## src/rtl/bts_pkg.sv

```systemverilog
// Package for the buzzer tone sequencer: item types, codes, register defaults and tone table.
package bts_pkg;

  // Default build values
  localparam int NOTE_COUNT_DEF  = 37;
  localparam int COUNT_WIDTH_DEF = 16;

  // Entries actually held in the tone table
  localparam int TONE_ENTRIES = 37;

  // Command codes
  localparam logic [1:0] CMD_TICK = 2'd0;
  localparam logic [1:0] CMD_NOTE = 2'd1;
  localparam logic [1:0] CMD_STOP = 2'd2;

  // Register indexes
  localparam logic [1:0] REG_MS_PER_SIXTEENTH = 2'd0;
  localparam logic [1:0] REG_TICKS_PER_MS     = 2'd1;
  localparam logic [1:0] REG_GAP_MS           = 2'd2;

  // Register reset values
  localparam logic [9:0]  MS_PER_SIXTEENTH_RST = 10'd75;
  localparam logic [15:0] TICKS_PER_MS_RST     = 16'd1000;
  localparam logic [7:0]  GAP_MS_RST           = 8'd5;

  typedef enum logic [1:0] {
    PH_IDLE = 2'd0,
    PH_NOTE = 2'd1,
    PH_GAP  = 2'd2,
    PH_STOP = 2'd3
  } phase_e;

  typedef struct packed {
    logic [1:0] command;
    logic [5:0] note_index;
    logic [7:0] note_length;
  } in_item_t;

  typedef struct packed {
    logic buzzer_level;
    logic busy_res;
    logic note_done;
  } out_item_t;

  typedef struct packed {
    logic [1:0]  index;
    logic [15:0] wdata;
  } cfg_wr_t;

  // Current register contents, handed to the core
  typedef struct packed {
    logic [9:0]  ms_per_sixteenth;
    logic [15:0] ticks_per_ms;
    logic [7:0]  gap_ms;
  } cfg_t;

  // Reload value per note; index 0 and anything past the table is a rest
  function automatic logic [15:0] tone_reload(input logic [5:0] idx);
    logic [15:0] r;
    case (idx)
      6'd1:  r = 16'd63628;
      6'd2:  r = 16'd63731;
      6'd3:  r = 16'd63835;
      6'd4:  r = 16'd63928;
      6'd5:  r = 16'd64021;
      6'd6:  r = 16'd64103;
      6'd7:  r = 16'd64185;
      6'd8:  r = 16'd64260;
      6'd9:  r = 16'd64331;
      6'd10: r = 16'd64400;
      6'd11: r = 16'd64463;
      6'd12: r = 16'd64528;
      6'd13: r = 16'd64580;
      6'd14: r = 16'd64633;
      6'd15: r = 16'd64684;
      6'd16: r = 16'd64732;
      6'd17: r = 16'd64777;
      6'd18: r = 16'd64820;
      6'd19: r = 16'd64860;
      6'd20: r = 16'd64898;
      6'd21: r = 16'd64934;
      6'd22: r = 16'd64968;
      6'd23: r = 16'd65000;
      6'd24: r = 16'd65030;
      6'd25: r = 16'd65058;
      6'd26: r = 16'd65085;
      6'd27: r = 16'd65110;
      6'd28: r = 16'd65134;
      6'd29: r = 16'd65157;
      6'd30: r = 16'd65178;
      6'd31: r = 16'd65198;
      6'd32: r = 16'd65217;
      6'd33: r = 16'd65235;
      6'd34: r = 16'd65252;
      6'd35: r = 16'd65268;
      6'd36: r = 16'd65283;
      default: r = 16'd0;
    endcase
    return r;
  endfunction

endpackage

```

## src/rtl/bts_stream_if.sv

```systemverilog
// Valid/ready channel carrying one item of a given payload type.
interface bts_stream_if #(
  parameter type T = logic
);
  logic valid;
  logic ready;
  T     data;

  modport source (output valid, output data, input ready);
  modport sink   (input valid, input data, output ready);
endinterface

```

## src/rtl/bts_cfg_regs.sv

```systemverilog
// Configuration register file of the buzzer tone sequencer.
module bts_cfg_regs (
  input  logic            clk_i,
  input  logic            rst_ni,
  input  logic            wr_en_i,
  input  bts_pkg::cfg_wr_t wr_i,
  output bts_pkg::cfg_t   cfg_o
);
  import bts_pkg::*;

  cfg_t cfg_q, cfg_d;

  // Decode the register index; writes past the list are dropped
  always_comb begin
    cfg_d = cfg_q;
    if (wr_en_i) begin
      case (wr_i.index)
        REG_MS_PER_SIXTEENTH: cfg_d.ms_per_sixteenth = wr_i.wdata[9:0];
        REG_TICKS_PER_MS:     cfg_d.ticks_per_ms     = wr_i.wdata;
        REG_GAP_MS:           cfg_d.gap_ms           = wr_i.wdata[7:0];
        default:              cfg_d                  = cfg_q;
      endcase
    end
  end

  always_ff @(posedge clk_i or negedge rst_ni) begin
    if (!rst_ni) begin
      cfg_q.ms_per_sixteenth <= MS_PER_SIXTEENTH_RST;
      cfg_q.ticks_per_ms     <= TICKS_PER_MS_RST;
      cfg_q.gap_ms           <= GAP_MS_RST;
    end else begin
      cfg_q <= cfg_d;
    end
  end

  assign cfg_o = cfg_q;
endmodule

```

## src/rtl/bts_tone_core.sv

```systemverilog
// Tone timer, note timer and play phase: one step per executed item.
module bts_tone_core #(
  parameter int NOTE_COUNT  = bts_pkg::NOTE_COUNT_DEF,
  parameter int COUNT_WIDTH = bts_pkg::COUNT_WIDTH_DEF
) (
  input  logic               clk_i,
  input  logic               rst_ni,
  input  logic               step_i,
  input  bts_pkg::in_item_t  item_i,
  input  bts_pkg::cfg_t      cfg_i,
  output bts_pkg::out_item_t result_o
);
  import bts_pkg::*;

  logic [COUNT_WIDTH-1:0] tone_q, tone_d;
  logic                   buzz_q, buzz_d;
  logic [5:0]             note_q, note_d;
  logic [15:0]            pre_q, pre_d;
  logic [17:0]            ms_q, ms_d;
  phase_e                 phase_q, phase_d;
  logic                   done;

  logic [31:0]            reload_wide;
  logic [COUNT_WIDTH-1:0] reload;
  logic [17:0]            note_ms;

  // Reload value for the note in play; out-of-range indexes rest
  always_comb begin
    reload_wide = {16'd0, tone_reload(note_q)};
    if ({1'b0, note_q} >= 7'(NOTE_COUNT) || {1'b0, note_q} >= 7'(TONE_ENTRIES)) begin
      reload = '0;
    end else begin
      reload = reload_wide[COUNT_WIDTH-1:0];
    end
  end

  // 8 x 10 bit product, at most 260865, fits in 18 bits
  assign note_ms = 18'(item_i.note_length) * 18'(cfg_i.ms_per_sixteenth);

  // Next state for one item
  always_comb begin
    tone_d  = tone_q;
    buzz_d  = buzz_q;
    note_d  = note_q;
    pre_d   = pre_q;
    ms_d    = ms_q;
    phase_d = phase_q;
    done    = 1'b0;
    case (item_i.command)
      CMD_TICK: begin
        // Tone counter runs in idle and during a note
        if (phase_q == PH_IDLE || phase_q == PH_NOTE) begin
          if (tone_q == '1) begin
            if (reload != '0) begin
              tone_d = reload;
              buzz_d = ~buzz_q;
            end else begin
              tone_d = '0;
            end
          end else begin
            tone_d = tone_q + 1'b1;
          end
        end
        // Millisecond timing of note and gap
        if (phase_q == PH_NOTE || phase_q == PH_GAP) begin
          if (ms_q != '0) begin
            pre_d = pre_q + 16'd1;
            if (pre_d >= cfg_i.ticks_per_ms) begin
              pre_d = '0;
              ms_d  = ms_q - 18'd1;
            end
          end
          if (ms_d == '0) begin
            pre_d = '0;
            if (phase_q == PH_NOTE) begin
              phase_d = PH_GAP;
              ms_d    = {10'd0, cfg_i.gap_ms};
            end else begin
              phase_d = PH_IDLE;
              done    = 1'b1;
            end
          end
        end
      end
      CMD_NOTE: begin
        note_d  = item_i.note_index;
        ms_d    = note_ms;
        pre_d   = '0;
        phase_d = PH_NOTE;
      end
      CMD_STOP: begin
        phase_d = PH_STOP;
        ms_d    = '0;
        pre_d   = '0;
      end
      default: begin
        // unknown command: no change
      end
    endcase
  end

  assign result_o.buzzer_level = buzz_d;
  assign result_o.busy_res     = (phase_d == PH_NOTE) || (phase_d == PH_GAP);
  assign result_o.note_done    = done;

  always_ff @(posedge clk_i or negedge rst_ni) begin
    if (!rst_ni) begin
      tone_q  <= '0;
      buzz_q  <= 1'b1;
      note_q  <= '0;
      pre_q   <= '0;
      ms_q    <= '0;
      phase_q <= PH_IDLE;
    end else if (step_i) begin
      tone_q  <= tone_d;
      buzz_q  <= buzz_d;
      note_q  <= note_d;
      pre_q   <= pre_d;
      ms_q    <= ms_d;
      phase_q <= phase_d;
    end
  end
endmodule

```

## src/rtl/buzzer_tone_sequencer.sv

```systemverilog
// Top level of the buzzer tone sequencer: input register, core, result register.
//
//   channel  direction  payload                                  accepted when
//   in_i     sink       command, note_index, note_length         valid && ready
//   out_o    source     buzzer_level, busy_res, note_done        valid && ready
//   cfg_i    sink       index, wdata (register write)            valid && ready
//
// One item per cycle while out_o is ready; each item passes input register -> core ->
// result register, and out_o presents its result from the result register.
// The core state update for one item is combinational and registered when the core steps.
// Reset clears both registers and loads the documented register and timer values.
// A stalled result holds the core; the input register still takes one more item.
// Configuration writes are always accepted and take effect once registered.
module buzzer_tone_sequencer #(
  parameter int NOTE_COUNT  = bts_pkg::NOTE_COUNT_DEF,
  parameter int COUNT_WIDTH = bts_pkg::COUNT_WIDTH_DEF
) (
  input  logic          clk_i,
  input  logic          rst_ni,
  bts_stream_if.sink    in_i,
  bts_stream_if.source  out_o,
  bts_stream_if.sink    cfg_i
);
  import bts_pkg::*;

  logic      in_valid_q;
  in_item_t  in_item_q;
  logic      out_valid_q;
  out_item_t out_item_q;
  out_item_t result;
  cfg_t      cfg;
  logic      step;

  // Core steps when an item waits and the result slot is free or draining
  assign step        = in_valid_q && (!out_valid_q || out_o.ready);
  assign in_i.ready  = !in_valid_q || step;
  assign cfg_i.ready = 1'b1;

  bts_cfg_regs u_cfg (
    .clk_i   (clk_i),
    .rst_ni  (rst_ni),
    .wr_en_i (cfg_i.valid),
    .wr_i    (cfg_i.data),
    .cfg_o   (cfg)
  );

  bts_tone_core #(
    .NOTE_COUNT  (NOTE_COUNT),
    .COUNT_WIDTH (COUNT_WIDTH)
  ) u_core (
    .clk_i    (clk_i),
    .rst_ni   (rst_ni),
    .step_i   (step),
    .item_i   (in_item_q),
    .cfg_i    (cfg),
    .result_o (result)
  );

  // Input register
  always_ff @(posedge clk_i or negedge rst_ni) begin
    if (!rst_ni) begin
      in_valid_q <= 1'b0;
    end else if (in_i.ready) begin
      in_valid_q <= in_i.valid;
    end
  end

  always_ff @(posedge clk_i) begin
    if (in_i.valid && in_i.ready) begin
      in_item_q <= in_i.data;
    end
  end

  // Result register
  always_ff @(posedge clk_i or negedge rst_ni) begin
    if (!rst_ni) begin
      out_valid_q <= 1'b0;
    end else if (step) begin
      out_valid_q <= 1'b1;
    end else if (out_o.ready) begin
      out_valid_q <= 1'b0;
    end
  end

  always_ff @(posedge clk_i) begin
    if (step) begin
      out_item_q <= result;
    end
  end

  assign out_o.valid = out_valid_q;
  assign out_o.data  = out_item_q;
endmodule

```

## src/flat_wrapper.sv

```systemverilog
// flat-port wrapper written by rule: the top's interface ports become plain ports
module buzzer_tone_sequencer_flat import bts_pkg::*;
#(
  parameter int NOTE_COUNT  = bts_pkg::NOTE_COUNT_DEF,
  parameter int COUNT_WIDTH = bts_pkg::COUNT_WIDTH_DEF
)
  (clk_i, rst_ni, in_i_valid, in_i_data, in_i_ready, out_o_valid, out_o_data, out_o_ready, cfg_i_valid, cfg_i_data, cfg_i_ready);
  bts_stream_if #(.T(in_item_t)) in_i_i ();
  bts_stream_if #(.T(out_item_t)) out_o_i ();
  bts_stream_if #(.T(cfg_wr_t)) cfg_i_i ();
  input  logic clk_i;
  input  logic rst_ni;
  input wire logic [$bits(in_i_i.valid)-1:0] in_i_valid;
  input wire logic [$bits(in_i_i.data)-1:0] in_i_data;
  output wire logic [$bits(in_i_i.ready)-1:0] in_i_ready;
  output wire logic [$bits(out_o_i.valid)-1:0] out_o_valid;
  output wire logic [$bits(out_o_i.data)-1:0] out_o_data;
  input wire logic [$bits(out_o_i.ready)-1:0] out_o_ready;
  input wire logic [$bits(cfg_i_i.valid)-1:0] cfg_i_valid;
  input wire logic [$bits(cfg_i_i.data)-1:0] cfg_i_data;
  output wire logic [$bits(cfg_i_i.ready)-1:0] cfg_i_ready;
  assign in_i_i.valid = in_i_valid;
  assign in_i_i.data = in_i_data;
  assign in_i_ready = in_i_i.ready;
  assign out_o_valid = out_o_i.valid;
  assign out_o_data = out_o_i.data;
  assign out_o_i.ready = out_o_ready;
  assign cfg_i_i.valid = cfg_i_valid;
  assign cfg_i_i.data = cfg_i_data;
  assign cfg_i_ready = cfg_i_i.ready;
  buzzer_tone_sequencer #(.NOTE_COUNT(NOTE_COUNT), .COUNT_WIDTH(COUNT_WIDTH)) u_core (.clk_i(clk_i), .rst_ni(rst_ni), .in_i(in_i_i), .out_o(out_o_i), .cfg_i(cfg_i_i));
endmodule
```

## config.mk

```make
export PLATFORM = sky130hd
export DESIGN_NAME = buzzer_tone_sequencer_flat
export DESIGN_NICKNAME = d
export VERILOG_FILES = /design/src/rtl/bts_pkg.sv /design/src/rtl/bts_stream_if.sv /design/src/rtl/bts_cfg_regs.sv /design/src/rtl/bts_tone_core.sv /design/src/rtl/buzzer_tone_sequencer.sv /design/src/flat_wrapper.sv
export SDC_FILE = /design/constraint.sdc
export NUM_CORES = 1
export LEC_CHECK = 0
export ABC_AREA = 1
export ABC_CLOCK_PERIOD_IN_PS = 6950
export BUFFER_PORTS_ARGS = -buffer_cell sky130_fd_sc_hd__buf_2
export CORE_UTILIZATION = 64
export CTS_BUF_LIST = sky130_fd_sc_hd__clkbuf_8
export DETAILED_ROUTE_END_ITERATION = 10
export GPL_ROUTABILITY_DRIVEN = 0
export GPL_TIMING_DRIVEN = 0
export PLACE_DENSITY_LB_ADDON = 0.25
export SLEW_MARGIN = 5
export SYNTH_ARGS = -nofsm -noshare
export SYNTH_HDL_FRONTEND = slang
export SYNTH_SLANG_ARGS = --single-unit
```

## constraint.sdc

```tcl
create_clock -name clk_i -period 6.95 [get_ports clk_i]
set_input_delay 1.0425 -clock clk_i [delete_from_list [all_inputs] [get_ports clk_i]]
set_output_delay 1.0425 -clock clk_i [all_outputs]
set_load 0.005 [all_outputs]
```

Yosys cells after proc, flatten, opt, wreduce, memory -nomap -nowiden. Memory sizes are Yosys's and may differ from the RTL's. Cells that the tools add are included.

Flip-flop bits (word level): 114. ROM bits: 1024. Output and inout port bits: 6. Word-level logic and storage cells: 90. Memories: 1.

Add/sub/neg operators: 3. $mul: 1. Magnitude comparators: 2. Eq/ne operators: 11. Mux-type cells: 27. Bitwise operators: 1. Reductions and logical operators: 27.

Memories: (name not given) (words 64, bits a word 16, read ports 1, clocked after Yosys merged registers in 0, wr ports 0, RTL line bts_pkg.sv:60) `case (idx)`.

Operators by type and width (count): $mux W18 (7); $mux W16 (7); $pmux W18 S3 (1); $add A16 B1 Y16 const B (2); $pmux W16 S2 (1); $logic_not A18 Y1 (1); $mul A8 B10 Y18 (1); $reduce_bool A18 Y1 (1); $sub A18 B1 Y18 const B (1); $eq A16 B16 Y1 const B (1); $ge A16 B16 Y1 (1); $reduce_bool A16 Y1 (1); $reduce_and A3 Y1 (3); $eq A2 B1 Y1 const B (4); $eq A2 B2 Y1 const B (4); $reduce_and A2 Y1 (4); $mux W1 (7); $ge A6 B6 Y1 const B (1); $logic_not A2 Y1 (3); $mux W2 (3); $pmux W2 S3 (1); $logic_or A1 B1 Y1 (5); $reduce_and A4 Y1 (1); $reduce_bool A2 Y1 (2); 7 further kinds (9).

Depth between registers and ports, before layout. Gate-level depths: netlist of the first run.

Word-level depth: 12. Depth in mapped cells: 32.

By module. From an unflattened synthesis of the first run, not the netlist that was laid out.

Cells, all modules: 1389. Area, all modules: 10128.5 sq um.

By module, submodules not included: bts_tone_core (times used 1, cells each 1204, area each 7981.4 sq um); bts_cfg_regs (times used 1, cells each 152, area each 1470.2 sq um); buzzer_tone_sequencer (times used 1, cells each 33, area each 676.9 sq um).

Worst setup path after synthesis of the first run. No wires, ideal clock.

Kind: reg-to-reg. From: register u_core.u_cfg.cfg_q, in the netlist u_core.u_cfg.cfg_o[27]. To: register u_core.u_core.ms_q[16]. Setup time: 0.082 ns. Arrival time: 4.313 ns. Slack: 2.556 ns. Cell stages (with the launch flop): 22. Period minus slack after synthesis: 4.394 ns. Path through: dfstp_2 clkbuf_1 nand2_1 fa_1 inv_1 fa_1 fa_1 inv_1 fa_1 inv_1 ha_1 a21oi_1 o21ai_0 nand2_1 o2111ai_1 nand2_1 inv_1 nor2_1 nor2_1 o21ai_0 nand3_1 a31oi_1.

Cells in the longest elaborated chain, start to end: 2.

Ends and longest elaborated chain: from (decl) (RTL line bts_cfg_regs.sv:11) `cfg_t cfg_q, cfg_d;`; from (signal assigned) (RTL line bts_cfg_regs.sv:32) `cfg_q <= cfg_d;`; $mul A8 B10 Y18 (RTL line bts_tone_core.sv:38) `assign note_ms = 18'(item_i.note_length) * 18'(cfg_i.ms_per_sixteenth);`; $pmux W18 S3 (RTL line bts_tone_core.sv:49) `case (item_i.command)`; to (signal assigned) (RTL line bts_tone_core.sv:119) `ms_q <= ms_d;`; to (decl) (RTL line bts_tone_core.sv:19) `logic [17:0] ms_q, ms_d;`.

Every way passes these cells. A chain may end at the register's enable or synchronous reset.

==> results.cfg, run 1 <==
[synth]
ys_seq_area_share_pct = 29.7
ys_seq_elements = 114
synth_compound_area_share_pct = 11.7
synth.area.mux_share_pct = 0
synth_top_cell_by_area = dfrtp_1
synth.most_common_cell = nand2_1
avgSynthCellArea_um2 = 7.20
ys_top_cells_by_area = dfrtp_1 21%, nand2_1 14%, fa_1 9.6%
synth_top_area_share_pct = 20.6
synthesis.area_um2 = 9980
synth_warnings = 0
yosys.area_share.xor_xnor_pct = 2.72
synthesis.nets = 1543
synth-adder-area-share_pct = 18.4
ys_types = 48
ys_async_sr_fraction_pct = 83.3
synth_common_cells = 372 x nand2_1, 242 x inv_1, 108 x o21ai_0, 104 x nor2_1, 82 x dfrtp_1
synthSimpleGateAreaFrac_pct = 25.6
synth_flop_cell = dfrtp_1
postSynthCellCount = 1386
synth_top_family_by_area = simple AND/OR/NAND/NOR gates
synth_edf_count = 19

[timing]
post-route-period-util_pct = 71.4
rsz0062_at_grt = false
relSlewSlack_pct = 50.9
finalHoldViolations = 0
finalCriticalPeriod_ns = 4.96
tightest_slew_ns = 0.732
layout_setup_ws_ns = 1.99
fin_skew_ns = 0.0168
drv_slew = 0
fin_setup_tns_ns = 0
max_clock_freq_mhz = 202
setup_viol = 0

[power]
total_power_mw = 3.45
netSwitchingFraction_pct = 47.4
comb_power_share_pct = 53.8
clock_power_share_pct = 17.4
power.leakage_nw = 5.76
vdd_drop_max_uv = 193
p_int_mw = 1.81
powerDensity_nw_per_um2 = 318
sequentialPowerShare_pct = 28.7
switchingPower_mw = 1.63

[clock_tree]
cts_tree = done
cts-root-buf = clkbuf_8
path_clk_slew_ns = 0.08
insertion_delay_ns = 0.46
numCtsBuffers = 17
ctsResizeCount = 0
post-cts-setup-buffers = 0
clockBufferDepth = 2
htree_levels = 4
cts_hold_buf = 0
cts_num_sinks = 114

[die]
die_x_um = 127
start_util_pct = 65.7
ios = 45
rows = 45
core_um2 = 15200
die-area_um2 = 16100
die_y_um = 127

[worst_setup_path]
critPathRequiredTime_ns = 7.16
cp-start-kind = register
cp-end-kind = register
arrival_ns = 5.18
cp_slowest_cell = dfrtp_1
r2r_cells = 31
path_max_fanout = 10
cpMostUsedCell = nand2_1
slowest_delay_ns = 0.42
critPathKind = register to register

[routing]
drc_errors = 0
drt_iter0_markers = 752
wl_per_cell_um = 14.1
routed-via-count = 9034
detail-route-antenna-nets = 0
avgViaCountPerCell = 5.48
drt_first_pass_iters = 5
wirelength_mm = 23.3

[worst_hold_path]
min_delay_path_depth = 2
hold_class = register to register

[place]
placed_area_um2 = 10500
port_buffers = 43
post-dp-hpwl_mm = 17.8
placed_cells = 1618
pre_cts_slack_ns = 2.05

[global_route]
track_usage_pct = 30.7
gr-total-overflow = 0
grt_max_degree = 65
grt_pass1_wl_mm = 39.4
antenna_found_initial = 0
grt_pass1_vias = 8636

[final_layout]
finalInstanceArea_um2 = 10800
syn2layout_area_growth_pct = 8.58
final_cell_count_no_fill = 1650
finalNetCount = 1606
drive_gt1_share_pct = 8.76
diodes = 0

[flow_run]
max_cap_viol_count = 0

[outcome]
status = complete, no violations
-- layout by cell type (no fill, tap or decap), types with 4 or more instances in the layout --
| master | synthesis | routed |
|---|---|---|
| a22oi_1 | 5 | 5 |
| fa_1 | 48 | 48 |
| nand3_2 | 5 | 5 |
| ha_1 | 70 | 70 |
| nand4_1 | 9 | 9 |
| xnor2_1 | 8 | 8 |
| nor3_1 | 17 | 17 |
| xor2_1 | 23 | 23 |
| dfrtp_1 | 82 | 82 |
| clkbuf_8 | 0 | 18 |
| buf_2 | 3 | 45 |
| clkbuf_1 | 41 | 41 |
| o21ai_0 | 108 | 108 |
| nand2_2 | 9 | 9 |
| dfstp_2 | 13 | 13 |
| inv_6 | 0 | 4 |
| nand3_1 | 79 | 79 |
| clkinv_4 | 1 | 6 |
| buf_4 | 3 | 4 |
| a21oi_1 | 57 | 57 |
| o21ai_1 | 12 | 12 |
| edfxtp_1 | 19 | 19 |
| nand2_1 | 372 | 372 |
| buf_6 | 6 | 6 |
| nor2_1 | 104 | 104 |
| inv_1 | 242 | 243 |
| a31oi_1 | 11 | 11 |
-- cell type report --
| class | instances | area, um2 |
|---|---|---|
| clock buffers | 18 | 248 |
| multi-input cells | 972 | 5830 |
| fillers | 1232 | 4360 |
| well taps | 188 | 235 |
| repair buffers | 44 | 245 |
| plain buffers | 56 | 270 |
| flip-flops and latches | 114 | 2960 |
| inverters | 244 | 921 |
| clock inverters | 14 | 129 |
-- stage by stage --
| stage | hold WS [ns] | utilization [%] |
|---|---|---|
| floorplan | 0.449 | - |
| global placement | 0.460 | 68.6 |
| detailed placement | 0.470 | 68.8 |
| CTS | 0.481 | 71.3 |
| global route | 0.496 | 71.3 |
| finish | 0.482 | 71.3 |
-- logic make-up (layout without fill, tap and decap cells) --
logic type,Yosys count,in the layout
other cells,1,1
flops,114,114
buf+inv,300,376
fa+ha+maj,118,118
simple gates,609,609
xor+xnor,31,31
compound gates,213,213
-- final timing paths --
check	startpoint	to	slack (ns)
setup / recovery	u_core.u_core.pre_q[0]	u_core.out_o.data[1]	1.99
hold / removal	u_core.u_core.buzz_q	u_core.u_core.buzz_q	0.48
setup reg to reg	u_core.u_core.pre_q[0]	u_core.out_o.data[1]	1.99
hold reg to reg	u_core.u_core.buzz_q	u_core.u_core.buzz_q	0.48
max in group asynchronous	rst_ni	u_core.u_cfg.cfg_o[30]	5.69
min in group asynchronous	rst_ni	u_core.u_core.tone_q[6]	0.54
-- per-layer routing --
metal  wire, um  up-vias  track usage (%)
li1           -     4483                -
met1      10100     4201             39.2
met2      11400      314             53.1
met3       1350       36             5.57
met4        493        0             9.80
met5          0        -                0
-- worst max-delay path, delay by kind of cell, from the launching register on --
kind | cells | cell delay [ns]
adder cells (fa/ha/maj) | 2 | 0.50
flip-flops | 1 | 0.42
XOR/XNOR | 1 | 0.18
buffers and inverters | 5 | 0.53
AND/OR/NAND/NOR | 23 | 3.07
-- power groups by stage --
stage          Sequential (mW)  Combinational, mW  Clock, mW
3_3_place_gp             0.990               1.76          0
4_1_cts                  0.986               1.83      0.605
6_report                 0.991               1.86      0.600
2_1_floorplan            0.959               1.42          0
5_1_grt                   1.01               2.13      0.634
3_5_place_dp             0.997               1.82          0
-- flip-flops by register name (all words and copies together) (netlist names) --
name	cells
u_core.in_valid_q	1
u_core.u_core.note_q	6
u_core.u_core.pre_q	16
u_core.u_core.buzz_q	1
u_core.out_o.data	3
u_core.u_core.phase_q	2
u_core.u_core.tone_q	16
u_core.in_item_q	16
u_core.u_core.ms_q	18
u_core.u_cfg.cfg_o	34
u_core.out_o.valid	1
(Power assumes the default switching activity.)
==> inputs of run 2 (changes only) <==
--- a/config.mk
+++ b/config.mk
@@ -5,10 +5,10 @@
 export SDC_FILE = /design/constraint.sdc
 export NUM_CORES = 1
 export LEC_CHECK = 0
-export ABC_AREA = 1
-export ABC_CLOCK_PERIOD_IN_PS = 6950
+export ABC_AREA = 0
+export ABC_CLOCK_PERIOD_IN_PS = 4200
 export BUFFER_PORTS_ARGS = -buffer_cell sky130_fd_sc_hd__buf_2
-export CORE_UTILIZATION = 64
+export CORE_UTILIZATION = 59
 export CTS_BUF_LIST = sky130_fd_sc_hd__clkbuf_8
 export DETAILED_ROUTE_END_ITERATION = 10
 export GPL_ROUTABILITY_DRIVEN = 0
==> constraint.sdc (replaced) <==
create_clock -name clk_i -period 4.2 [get_ports clk_i]
set_input_delay 0.63 -clock clk_i [delete_from_list [all_inputs] [get_ports clk_i]]
set_output_delay 0.63 -clock clk_i [all_outputs]
set_load 0.005 [all_outputs]
==> run 2 against run 1 <==
The flow now finishes with violations (setup timing). Combinational power rose to 2.9 times the previous value. Largest cell class unchanged. Critical endpoint is now u_core.u_core.ms_q[16]. Synthesized cell count fell by 26%. Core utilization rose by 1.0 points. Critical path depth fell by 14. Area after synthesis fell by 4.4%. Highest routed layer unchanged.
==> results.cfg, run 2 <==
[routing]
drt_iter0_markers = 720
detail-route-antenna-nets = 0
drt_first_pass_iters = 6
wl_per_cell_um = 17.6
avgViaCountPerCell = 5.94
routed-via-count = 8073
wirelength_mm = 24.0
drc_errors = 0

[final_layout]
mostFrequentLayoutCell = inv_1
post-route-util_pct = 72.4
final_cell_mix = 105 x inv_1, 89 x nand2_1, 77 x dfrtp_1
syn2layout_area_growth_pct = 20.0
finalNetCount = 1286
drive_gt1_share_pct = 27.1
largest_register_ffs = 34
diodes = 0

[synth]
synth_flop_cell = dfrtp_1
yosys.area_share.xor_xnor_pct = 3.49
synth.area.mux_share_pct = 8.40
synth_top_area_share_pct = 21.5
avgSynthCellArea_um2 = 9.35
synth_compound_area_share_pct = 13.6
synth_edf_count = 19
synthSimpleGateAreaFrac_pct = 17.4
synth_top_family_by_area = adder cells
synth.most_common_cell = inv_1
ys_types = 79
ys_seq_elements = 114
ys_top_cells_by_area = dfrtp_1 22%, fa_1 10%, ha_1 9.2%
synth_common_cells = 114 x inv_1, 98 x nand2_1, 82 x dfrtp_1, 70 x ha_1, 60 x a21oi_1
postSynthCellCount = 1021
synthesis.area_um2 = 9540
synthesis.nets = 1178
synth_top_cell_by_area = dfrtp_1
synth-adder-area-share_pct = 19.2
ys_seq_area_share_pct = 31.1
ys_async_sr_fraction_pct = 83.3
synth_warnings = 0

[clock_tree]
insertion_delay_ns = 0.47
htree_levels = 4
numCtsBuffers = 17
clockBufferDepth = 2
cts-root-buf = clkbuf_8
path_clk_slew_ns = 0.08
cts_tree = done
cts_hold_buf = 0
cts_num_sinks = 114

[timing]
fin_skew_ns = 0.0116
relSlewSlack_pct = 12.2
post-route-period-util_pct = 108
setup_viol = 19
rsz0062_at_grt = true
layout_setup_ws_ns = -0.356
max_clock_freq_mhz = 219
tightest_slew_ns = 1.31
hold_slack_ns = 0.223
finalHoldViolations = 0
finalCriticalPeriod_ns = 4.56
drv_slew = 0

[outcome]
status = finished, violations left
failed_checks = setup timing

[worst_setup_path]
critPathKind = register to register
path_max_fanout = 5
cp-start-kind = register
cp_cell_sequence = nand2_2 -> fa_1 -> inv_1 -> fa_1 -> inv_1 -> fa_1 -> inv_2 -> fa_2 -> ha_4 -> a21oi_2 -> o21ai_2 -> a41oi_2 -> a21oi_2 -> a21o_1 -> a21oi_2 -> xor2_2 -> o311ai_1
critPathRequiredTime_ns = 4.53
cp-end-kind = register
arrival_ns = 4.89
cp_slowest_cell = dfstp_2
slowest_delay_ns = 0.65

[power]
power.leakage_nw = 5.16
clock_power_share_pct = 14.1
sequentialPowerShare_pct = 19.4
netSwitchingFraction_pct = 46.1
switchingPower_mw = 3.78
comb_power_share_pct = 66.5
p_int_mw = 4.41
vdd_drop_max_uv = 616
powerDensity_nw_per_um2 = 715

[worst_hold_path]
hold_class = input port to asynchronous set/reset pin

[die]
die_y_um = 129
die_x_um = 129
core_um2 = 15800
rows = 46
start_util_pct = 60.3
ios = 45
die-area_um2 = 16700

[global_route]
grt_max_degree = 57
track_usage_pct = 29.2
grt_pass1_wl_mm = 37.7
antenna_found_initial = 0
grt_pass1_vias = 7899
gr-total-overflow = 0

[place]
port_buffers = 43
post-dp-hpwl_mm = 16.0

[flow_run]
max_cap_viol_count = 0
-- run 2: cell count changes in the layout (fill, tap and decap cells not counted), sizes merged, moves of 18 or more --
| cell | previous run | this run |
|---|---|---|
| and2 | 0 | 42 |
| buf | 59 | 107 |
| inv | 248 | 123 |
| mux2 | 0 | 43 |
| mux2i | 0 | 25 |
| nand2 | 383 | 98 |
| nand2b | 0 | 21 |
| nand3 | 84 | 25 |
| nor2 | 109 | 43 |
| o21ai | 121 | 50 |
| xnor2 | 8 | 26 |
-- run 2: cell families after synthesis --
family	after synthesis
simple gates	316
compound gates	199
buf+inv	164
fa+ha+maj	118
flops	114
mux	71
xor+xnor	38
other cells	1
-- run 2: cell type report --
cell class	instances	area (um2)
tap	216	270
clock buffer	17	234
buffer	44	248
multi-input combinational	743	6420
timing repair buffer	94	691
fill	1139	4370
inverter	115	432
clock inverter	15	191
sequential	114	2970
-- run 2: critical path, delay by kind of cell (launching register included) --
family / cells / cell delay [ns]
AOI/OAI and AO/OA: 7 / 1.03
xor gates and xnor gates: 1 / 0.23
adders and majority gates: 5 / 2.29
buffers and inverters: 3 / 0.14
DFF: 1 / 0.65
and+or+nand+nor: 1 / 0.08
-- run 2: repair_timing --
item | CTS | global route
pin swaps | 40 | 44
setup buffers | 28 | 20
gates cloned | 1 | 1
endpoints found under the setup margin | 36 | 37
resized for setup | 50 | 79
-- run 2: metrics by stage --
| stage | total power [mW] | cell area, um2 | setup TNS, ns | cells | setup WS (ns) |
|---|---|---|---|---|---|
| finish | 8.19 | 11500 | -2.32 | 1358 | -0.356 |
| global route | 8.80 | 11500 | -6.92 | 1358 | -0.506 |
| CTS | 7.49 | 10900 | -2.01 | 1338 | -0.392 |
| detailed placement | 5.91 | 10100 | -21.38 | 1281 | -0.853 |
| global placement | 5.84 | 10100 | -18.81 | 1280 | -0.823 |
| floorplan | 4.91 | 9620 | -0.0606 | 1021 | -0.0380 |
-- run 2: power groups by stage --
stage | Sequential (mW) | Clock, mW | Combinational (mW)
2_1_floorplan | 1.50 | 0 | 3.40
4_1_cts | 1.57 | 1.16 | 4.75
3_5_place_dp | 1.57 | 0 | 4.34
5_1_grt | 1.62 | 1.20 | 5.98
6_report | 1.59 | 1.15 | 5.44
3_3_place_gp | 1.57 | 0 | 4.27
-- run 2: path summary, 6_finish.rpt --
| check | startpoint | endpoint | slack (ns) | cells after the start |
|---|---|---|---|---|
| max | u_core.u_cfg.cfg_o[25] | u_core.u_core.ms_q[16] | -0.36 | 17 |
| min | rst_ni | u_core.u_core.pre_q[14] | 0.22 | 1 |
| max reg2reg | u_core.u_cfg.cfg_o[25] | u_core.u_core.ms_q[16] | -0.36 | 17 |
| min reg2reg | u_core.in_item_q[13] | u_core.u_core.note_q[5] | 0.48 | 1 |
| max in group asynchronous | rst_ni | u_core.u_core.buzz_q | 3.24 | 2 |
| min in group clk_i | in_i_data[2] | u_core.in_item_q[2] | 0.33 | 1 |
-- run 2: metal layers --
metal | GRT usage (%) | vias to the layer above | wire, um
met5 | 0 | - | 0
met4 | 12.3 | 0 | 612
met3 | 4.67 | 63 | 1200
met2 | 47.7 | 282 | 11600
met1 | 38.6 | 3962 | 10600
li1 | - | 3766 | -
==> inputs of run 3 (changes only) <==
--- a/config.mk
+++ b/config.mk
@@ -5,7 +5,7 @@
 export SDC_FILE = /design/constraint.sdc
 export NUM_CORES = 1
 export LEC_CHECK = 0
-export ABC_AREA = 0
+export ABC_AREA = 1
 export ABC_CLOCK_PERIOD_IN_PS = 4200
 export BUFFER_PORTS_ARGS = -buffer_cell sky130_fd_sc_hd__buf_2
 export CORE_UTILIZATION = 59
@@ -18,3 +18,4 @@
 export SYNTH_ARGS = -nofsm -noshare
 export SYNTH_HDL_FRONTEND = slang
 export SYNTH_SLANG_ARGS = --single-unit
+export TNS_END_PERCENT = 100
==> run 3 against run 2 <==
The flow still finishes with violations (setup timing). Register-to-register slack better by 0.12 ns. Worst hold slack got worse by 0.098 ns. Combinational power shrank 23%. Sequential power grew 8%. Final area grew 7.1%. First-iteration DRC count is 19% higher. Clock power decreased by 9.6%. Fmax increased by 2.7%. Die area increased by 4.6%. Largest cell class unchanged.
==> results.cfg, run 3 (same netlist as run 1, synthesis figures left out) <==
[power]
comb_power_share_pct = 60.4
power.leakage_nw = 6.29
netSwitchingFraction_pct = 46.8
p_int_mw = 3.69
sequentialPowerShare_pct = 24.6
clock_power_share_pct = 15.0
switchingPower_mw = 3.25
vdd_drop_max_uv = 392
total_power_mw = 6.94
powerDensity_nw_per_um2 = 566

[global_route]
gr-total-overflow = 0
grt_pass1_wl_mm = 43.2
grt_max_degree = 63
track_usage_pct = 30.8
grt_pass1_vias = 9321
antenna_found_initial = 0

[timing]
finalCriticalPeriod_ns = 4.44
drv_slew = 0
fin_skew_ns = 0.0298
post-route-period-util_pct = 106
setup_viol = 29
rsz0062_at_grt = true
finalHoldViolations = 0
tightest_slew_ns = 0.764
layout_setup_ws_ns = -0.235
fin_setup_tns_ns = -2.04
relSlewSlack_pct = 48.7
max_clock_freq_mhz = 225

[clock_tree]
htree_levels = 4
clockBufferDepth = 2
cts_num_sinks = 114
cts_tree = done
cts_hold_buf = 0
cts-root-buf = clkbuf_8
insertion_delay_ns = 0.48
numCtsBuffers = 17
path_clk_slew_ns = 0.08

[worst_setup_path]
cp-start-kind = register
cp-end-kind = register
startpoint = u_core.u_cfg.cfg_o[27]
critPathRequiredTime_ns = 4.53
reg2reg_from = u_core.u_cfg.cfg_o[27]
arrival_ns = 4.76
critPathKind = register to register
path_max_fanout = 6

[place]
port_buffers = 43
post-dp-hpwl_mm = 17.8
pre_cts_slack_ns = -0.523

[routing]
routed-via-count = 9909
avgViaCountPerCell = 5.67
wirelength_mm = 28.5
drc_errors = 0
drt_first_pass_iters = 7
drt_iter0_markers = 859
detail-route-antenna-nets = 0
wl_per_cell_um = 16.3

[die]
die_y_um = 132
ios = 45
core_um2 = 16500
rows = 47
die_x_um = 132
die-area_um2 = 17400
start_util_pct = 60.4

[final_layout]
diodes = 0
syn2layout_area_growth_pct = 22.9
mostFrequentLayoutCell = nand2_1
multi_input_area_um2 = 6480
fillers = 1154
finalNetCount = 1673
final_cell_mix = 340 x nand2_1, 230 x inv_1, 89 x nor2_1
drive_gt1_share_pct = 22.6
register_area_um2 = 2970
largest_register_ffs = 34

[worst_hold_path]
hold_class = input port to asynchronous set/reset pin

[outcome]
failed_checks = setup timing
status = finished, violations left

[flow_run]
max_cap_viol_count = 0
## run 3: cell types whose count changed in the layout (fill, tap and decap cells not counted), moves of 26 or more
cell,change
and2_1,-36
inv_1,+125
mux2_2,-41
nand2_1,+251
nand2_2,+26
nand3_1,+42
nor2_1,+51
o21ai_0,+50
## run 3: power by group through the flow
stage,Combinational (mW),Sequential (mW),Clock (mW)
6_report,4.19,1.71,1.04
5_1_grt,4.60,1.74,1.07
4_1_cts,3.68,1.68,1.02
3_5_place_dp,3.06,1.65,0
3_3_place_gp,2.98,1.64,0
2_1_floorplan,2.39,1.59,0
## run 3: per-layer routing
| metal | vias up | wire, um | track usage (%) |
|---|---|---|---|
| li1 | 4623 | - | - |
| met1 | 4713 | 11500 | 38.1 |
| met2 | 481 | 14200 | 53.1 |
| met3 | 92 | 1830 | 5.34 |
| met4 | 0 | 958 | 13.3 |
| met5 | - | 0 | 0 |
## run 3: final cells by class
cell class	instances	area share (%)
Buffer	38	1.74
Clock buffer	19	2.13
Clock inverter	13	0.979
Inverter	244	7.51
Multi-Input combinational cell	972	52.8
Sequential cell	114	24.2
Tap cell	220	2.24
Timing Repair Buffer	129	8.35
## run 3: worst max-delay path: stages, from the launching register on
cell       delay [ns]
dfstp_2          0.64
nand2_2          0.08
fa_1             0.51
inv_1            0.05
fa_1             0.46
fa_1             0.54
inv_2            0.04
fa_1             0.54
inv_2            0.06
ha_4             0.27
a21oi_2          0.13
o21ai_2          0.08
nand2_1          0.09
o2111ai_2        0.11
nand2_1          0.13
inv_2            0.06
nor2_4           0.11
nor2_2           0.05
nor2_1           0.10
nand2_1          0.07
nand3_1          0.09
a31oi_1          0.08
## run 3: path summary, 6_finish.rpt
path | to | cells after the start | slack [ns]
setup / recovery | u_core.u_core.ms_q[16] | 21 | -0.24
hold / removal | u_core.u_core.tone_q[5] | 1 | 0.12
setup reg to reg | u_core.u_core.ms_q[16] | 21 | -0.24
hold reg to reg | u_core.u_core.buzz_q | 2 | 0.48
max in group asynchronous | u_core.u_cfg.cfg_o[25] | 2 | 3.36
min in group clk_i | u_core.in_item_q[14] | 1 | 0.33
## run 3: what timing repair did
action,4_1_cts,5_1_grt
setup endpoints to repair,37,37
cloned,6,0
resized for setup,87,115
pin swaps,52,65
setup buffers,59,20
## run 3: per-stage QoR
step	area, um2	utilization, %	hold slack, ns	std cells
2_1_floorplan	10000	-	0.334	1386
3_3_place_gp	10500	63.5	0.460	1649
3_5_place_dp	10500	63.7	0.468	1650
4_1_cts	11700	70.8	0.142	1731
5_1_grt	12300	74.2	0.153	1749
6_report	12300	74.2	0.125	1749
